`src/hw/rtl/tspdf_pkg.sv`:
```
// Package for the TCP source/port drop filter: action and status codes,
// frame offsets, protocol constants and the structs passed between modules.
// No dependencies.
`timescale 1ns / 1ps

package tspdf_pkg;

    // Action codes carried in the input tuser
    localparam logic [1:0] ACT_PACKET = 2'd0;
    localparam logic [1:0] ACT_WRITE  = 2'd1;
    localparam logic [1:0] ACT_REMOVE = 2'd2;

    // Status codes of a table operation
    localparam logic [1:0] STATUS_OK        = 2'd0;
    localparam logic [1:0] STATUS_FULL      = 2'd1;
    localparam logic [1:0] STATUS_NOT_FOUND = 2'd2;

    // Byte offsets of captured header fields
    localparam logic [5:0] OFF_ETHERTYPE_HI = 6'd12;
    localparam logic [5:0] OFF_ETHERTYPE_LO = 6'd13;
    localparam logic [5:0] OFF_VERSION      = 6'd14;
    localparam logic [5:0] OFF_PROTOCOL     = 6'd23;
    localparam logic [5:0] OFF_SRC_FIRST    = 6'd26;
    localparam logic [5:0] OFF_SRC_LAST     = 6'd29;
    localparam logic [5:0] OFF_DPORT_HI     = 6'd36;
    localparam logic [5:0] OFF_DPORT_LO     = 6'd37;
    localparam logic [5:0] OFFSET_MAX       = 6'd63;
    localparam logic [5:0] MIN_LAST_OFFSET  = 6'd53;

    // Header values that qualify a frame for the table lookup
    localparam logic [15:0] IPV4_ETHERTYPE = 16'h0800;
    localparam logic [3:0]  IPV4_VERSION   = 4'd4;
    localparam logic [7:0]  TCP_PROTOCOL   = 8'd6;

    localparam int TABLE_ENTRIES_DEFAULT = 128;

    // Captured frame information for the verdict
    typedef struct packed {
        logic        header_ok;
        logic [31:0] src_address;
        logic [15:0] dst_port;
    } frame_info_t;

    // Request to the match table
    typedef struct packed {
        logic        write;
        logic        remove;
        logic [31:0] key;
        logic [15:0] port;
    } tbl_req_t;

    // Response of the match table, valid in the same cycle as the request
    typedef struct packed {
        logic verdict_hit;
        logic key_found;
        logic has_free;
    } tbl_rsp_t;

endpackage

```
`src/hw/rtl/tspdf_parser.sv`:
```
// Frame header capture for the drop filter: byte offset counter and the
// ethertype, version, protocol, source address and destination port fields.
// Depends on tspdf_pkg.
`timescale 1ns / 1ps

module tspdf_parser
(
    input  logic                  clk,
    input  logic                  rst_n,
    input  logic                  step,
    input  logic [7:0]            byte_value,
    input  logic                  last_byte,
    output tspdf_pkg::frame_info_t info
);

    logic [5:0]  offset_reg;
    logic [5:0]  offset_next;
    logic [15:0] ethertype_reg;
    logic [15:0] ethertype_next;
    logic [3:0]  version_reg;
    logic [3:0]  version_next;
    logic [7:0]  protocol_reg;
    logic [7:0]  protocol_next;
    logic [31:0] src_reg;
    logic [31:0] src_next;
    logic [15:0] dport_reg;
    logic [15:0] dport_next;

    // Capture the current byte into the field that owns its offset
    always_comb
    begin
        ethertype_next = ethertype_reg;
        version_next   = version_reg;
        protocol_next  = protocol_reg;
        src_next       = src_reg;
        dport_next     = dport_reg;
        offset_next    = offset_reg;
        if (step)
        begin
            case (offset_reg) inside
                tspdf_pkg::OFF_ETHERTYPE_HI, tspdf_pkg::OFF_ETHERTYPE_LO:
                    ethertype_next = {ethertype_reg[7:0], byte_value};
                tspdf_pkg::OFF_VERSION:
                    version_next = byte_value[7:4];
                tspdf_pkg::OFF_PROTOCOL:
                    protocol_next = byte_value;
                [tspdf_pkg::OFF_SRC_FIRST:tspdf_pkg::OFF_SRC_LAST]:
                    src_next = {src_reg[23:0], byte_value};
                tspdf_pkg::OFF_DPORT_HI, tspdf_pkg::OFF_DPORT_LO:
                    dport_next = {dport_reg[7:0], byte_value};
                default:
                    ;
            endcase
            // Clear all frame state after the final byte, else advance the offset, holding it at the maximum
            if (last_byte)
            begin
                offset_next    = '0;
                ethertype_next = '0;
                version_next   = '0;
                protocol_next  = '0;
                src_next       = '0;
                dport_next     = '0;
            end
            else if (offset_reg != tspdf_pkg::OFFSET_MAX)
            begin
                offset_next = offset_reg + 6'd1;
            end
        end
    end

    always_ff @(posedge clk or negedge rst_n)
    begin
        if (!rst_n)
        begin
            offset_reg    <= '0;
            ethertype_reg <= '0;
            version_reg   <= '0;
            protocol_reg  <= '0;
            src_reg       <= '0;
            dport_reg     <= '0;
        end
        else
        begin
            offset_reg    <= offset_next;
            ethertype_reg <= ethertype_next;
            version_reg   <= version_next;
            protocol_reg  <= protocol_next;
            src_reg       <= src_next;
            dport_reg     <= dport_next;
        end
    end

    // Qualify the frame; the final byte never lands in a captured field
    // once the frame is long enough, so the registered fields are complete
    assign info.header_ok = (offset_reg >= tspdf_pkg::MIN_LAST_OFFSET)
                         && (ethertype_reg == tspdf_pkg::IPV4_ETHERTYPE)
                         && (version_reg == tspdf_pkg::IPV4_VERSION)
                         && (protocol_reg == tspdf_pkg::TCP_PROTOCOL);
    assign info.src_address = src_reg;
    assign info.dst_port    = dport_reg;

endmodule

```
`config.mk`:
```
export PLATFORM = sky130hd
export DESIGN_NAME = tspdf_parser
export DESIGN_NICKNAME = d
export VERILOG_FILES = /design/src/hw/rtl/tspdf_pkg.sv /design/src/hw/rtl/tspdf_parser.sv
export SDC_FILE = /design/constraint.sdc
export NUM_CORES = 1
export LEC_CHECK = 0
export ABC_AREA = 1
export BUFFER_PORTS_ARGS = -buffer_cell sky130_fd_sc_hd__buf_2
export CORE_MARGIN = 4
export CORE_UTILIZATION = 61
export DETAILED_ROUTE_END_ITERATION = 8
export GPL_TIMING_DRIVEN = 0
export PLACE_DENSITY = 0.91
export SETUP_SLACK_MARGIN = 0.02
export SLEW_MARGIN = 40
export SYNTH_ARGS = -nofsm -noshare
export SYNTH_HDL_FRONTEND = slang
export SYNTH_SLANG_ARGS = --single-unit
export TNS_END_PERCENT = 10
```
`constraint.sdc`:
```
create_clock -name clk -period 5.2 [get_ports clk]
set_clock_uncertainty 0.2 [all_clocks]
set_input_delay 1.04 -clock clk [delete_from_list [all_inputs] [get_ports clk]]
set_output_delay 1.04 -clock clk [all_outputs]
set_load 0.1 [all_outputs]
```
==> impl_metrics.json <==
{
  "area_delta_synth_final_pct": 14.5,
  "worstSetupEndpoint": "info[48]",
  "wl_per_cell_um": 14.2,
  "start_util_pct": 64.4,
  "ir_drop_uv": 215,
  "synthesis.nets": 503,
  "synth_fa_ha_area_share_pct": 1.27,
  "die_y_um": 88.3,
  "largest_reg_flops": 32,
  "drtIter0Drc": 355,
  "ant_nets": 0,
  "reg2regPathDepth": 10,
  "finalSetupTns_ns": 0,
  "fmax_mhz": 312,
  "fin_crit_ns": 3.21,
  "ys_async_sr_fraction_pct": 100,
  "first_pass_iters": 7,
  "muxShareOfSynthArea_pct": 0,
  "power.switching_uw": 594,
  "grt_pass1_vias": 3235,
  "clock_path_buffers": 2,
  "synthesis.area_sq_um": 3930,
  "synth-edff-count": 0,
  "synth_seq_area_share_pct": 52.2,
  "die-area_sq_um": 7790,
  "cp_max_fo": 5,
  "wl_um": 9000,
  "r2r_setup_slack_ns": 3.23,
  "rsz0062_at_grt": "false",
  "ios": 61,
  "combPwrFrac_pct": 27.4,
  "cts_made_buffers": 9,
  "cts_root_buf": "clkbuf_8",
  "antenna_found_initial": 0,
  "hold_path_class": "reg2reg",
  "fp-row-count": 28,
  "syn_inst": 487,
  "gp_congestion": 0.923,
  "slew_headroom_pct": 66.2,
  "seqPwrFrac_pct": 47.2,
  "power_density_nw_per_um2": 336,
  "cts_tree": "done",
  "synthSimpleGateAreaFrac_pct": 31.7,
  "post_cts_resized": 0,
  "finalHoldViolCount": 0,
  "netlist-cell-type-count": 24,
  "clk_pin_slew_worst_paths_ns": 0.08,
  "nNetsFinal": 573,
  "clk_latency_ns": 0.35,
  "num_antenna_cells": 0,
  "cts_hold_buf": 0,
  "setup_ws_ns": 1.99,
  "end_kind": "output pin",
  "core_region_area_sq_um": 6100,
  "dp_slack_ns": 2.38,
  "post-route-drc-count": 0,
  "critPathLaunch": "offset_reg[1]",
  "power_mw": 1.51,
  "p_int_uw": 919,
  "overflow": 0,
  "detailed_place_hpwl_um": 6510,
  "r2r-start": "offset_reg[1]",
  "critPathRequiredTime_ns": 3.96,
  "critPathKind": "reg2out",
  "die_x_um": 88.3,
  "finalSetupViolations": 0,
  "cp.arrival_ns": 1.97,
  "ys_ff_latch": 82,
  "synthXorXnorAreaFrac_pct": 0,
  "n_fill_cell": 463,
  "grt_pass1_wl_um": 15100,
  "gr-usage-all-layers_pct": 24.9,
  "crit_path_start_kind": "register",
  "cap_violations": 0,
  "p_clk_share_pct": 25.4,
  "switching_share_pct": 39.3,
  "tightestPinTransition_ns": 0.507,
  "drv_slew": 0,
  "synth_top_family_by_area": "simple AND/OR/NAND/NOR gates",
  "finalCritPeriodShare_pct": 61.7,
  "power_leakage_nw": 2.53,
  "cts_setup_buffers": 0,
  "timing.rr.end": "protocol_reg[1]",
  "numClockSinks": 82,
  "layout-drive-gt1-share_pct": 19.3,
  "grt_max_degree": 52,
  "syn_area_per_cell_sq_um": 8.07,
  "ys.warnings.count": 0,
  "ys_dominant_reg_cell": "dfrtp_1",
  "vias_per_cell": 5.43,
  "numPortBuffers": 58,
  "vias": 3456,
  "cts_max_level": 3,
  "status": "complete, no violations",
  "synth_compound_area_share_pct": 4.36
}
-- per-layer routing --
layer / GRT usage (%) / wire length [um] / up-vias / part of all wire [%]
li1: - / - / 1669 / -
met1: 34.6 / 3870 / 1624 / 43
met2: 39.5 / 4340 / 144 / 48
met3: 4.75 / 615 / 19 / 6.8
met4: 8.65 / 173 / 0 / 1.9
met5: 0 / 0 / - / 0
-- kinds of logic after synthesis --
group	count (synthesis)
and+or+nand+nor	283
buffers and inverters	90
DFF	82
AOI/OAI and AO/OA	28
adders and majority gates	4
-- cells in the final DEF (no fill, tap or decap), drive strengths merged, types with 2 or more instances in the layout --
cell type,n
a21oi,3
o21ai,9
nand2,160
clkinv,5
dfrtp,82
buf,78
nor4,2
inv,65
nand4,7
nand3b,8
ha,4
o22ai,16
clkbuf,16
nand3,62
nor2,43
-- critical path, stage by stage (launching register included) --
cell and delay [ns]:
dfrtp_1 0.43, inv_1 0.10, ha_1 0.18, inv_1 0.09
o21ai_0 0.08, nand2_1 0.09, nand4_1 0.09, nor2_1 0.12
buf_2 0.44
-- power groups by stage --
stage / combinational (mW) / sequential, mW / clock (mW)
finish: 0.415 / 0.714 / 0.384
global route: 0.440 / 0.720 / 0.415
CTS: 0.417 / 0.714 / 0.388
detailed placement: 0.415 / 0.726 / 0
global placement: 0.404 / 0.724 / 0
floorplan: 0.104 / 0.948 / 0
-- how the worst min path moves through the flow --
stage | startpoint | endpoint | slack, ns | depth (start not counted)
2_1_floorplan | protocol_reg[1] | protocol_reg[1] | 0.24 | 2
3_3_place_gp | dport_reg[12] | dport_reg[12] | 0.25 | 2
3_5_place_dp | src_reg[27] | src_reg[27] | 0.26 | 2
4_1_cts | src_reg[27] | src_reg[27] | 0.28 | 2
5_1_grt | src_reg[27] | src_reg[27] | 0.29 | 2
6_report | src_reg[27] | src_reg[27] | 0.27 | 2
-- cell usage after synthesis (4+ instances only) --
cell type	n	area [sq um]
nand2_1	153	574
dfrtp_1	82	2050
inv_1	62	233
nand3_1	60	300
nor2_1	40	150
o22ai_1	16	100
o21ai_0	9	45.0
nand3b_1	8	60.1
buf_2	7	35.0
buf_4	7	52.6
nand4_1	7	43.8
buf_6	5	56.3
clkbuf_1	5	18.8
ha_1	4	50.1
nand2_2	4	25.0
-- area by class of cell --
type / instances / area (sq um) / share of cell area [%]
Tap cell: 75 / 93.8 / 2.09
Inverter: 66 / 249 / 5.54
Timing Repair Buffer: 59 / 324 / 7.20
Multi-Input combinational cell: 315 / 1470 / 32.6
Clock inverter: 4 / 20.0 / 0.445
Clock buffer: 11 / 131 / 2.92
Buffer: 24 / 163 / 3.62
Sequential cell: 82 / 2050 / 45.6
-- per-stage QoR --
stage          instances  utilization [%]  hold WS, ns  instance area [sq um]
3_5_place_dp         621             71.3        0.255                   4350
4_1_cts              636             73.8        0.275                   4500
2_1_floorplan        487                -        0.242                   3930
5_1_grt              636             73.8        0.294                   4500
6_report             636             73.8        0.272                   4500
3_3_place_gp         620             70.8        0.249                   4310
Power figures use the tool's default switching activity.
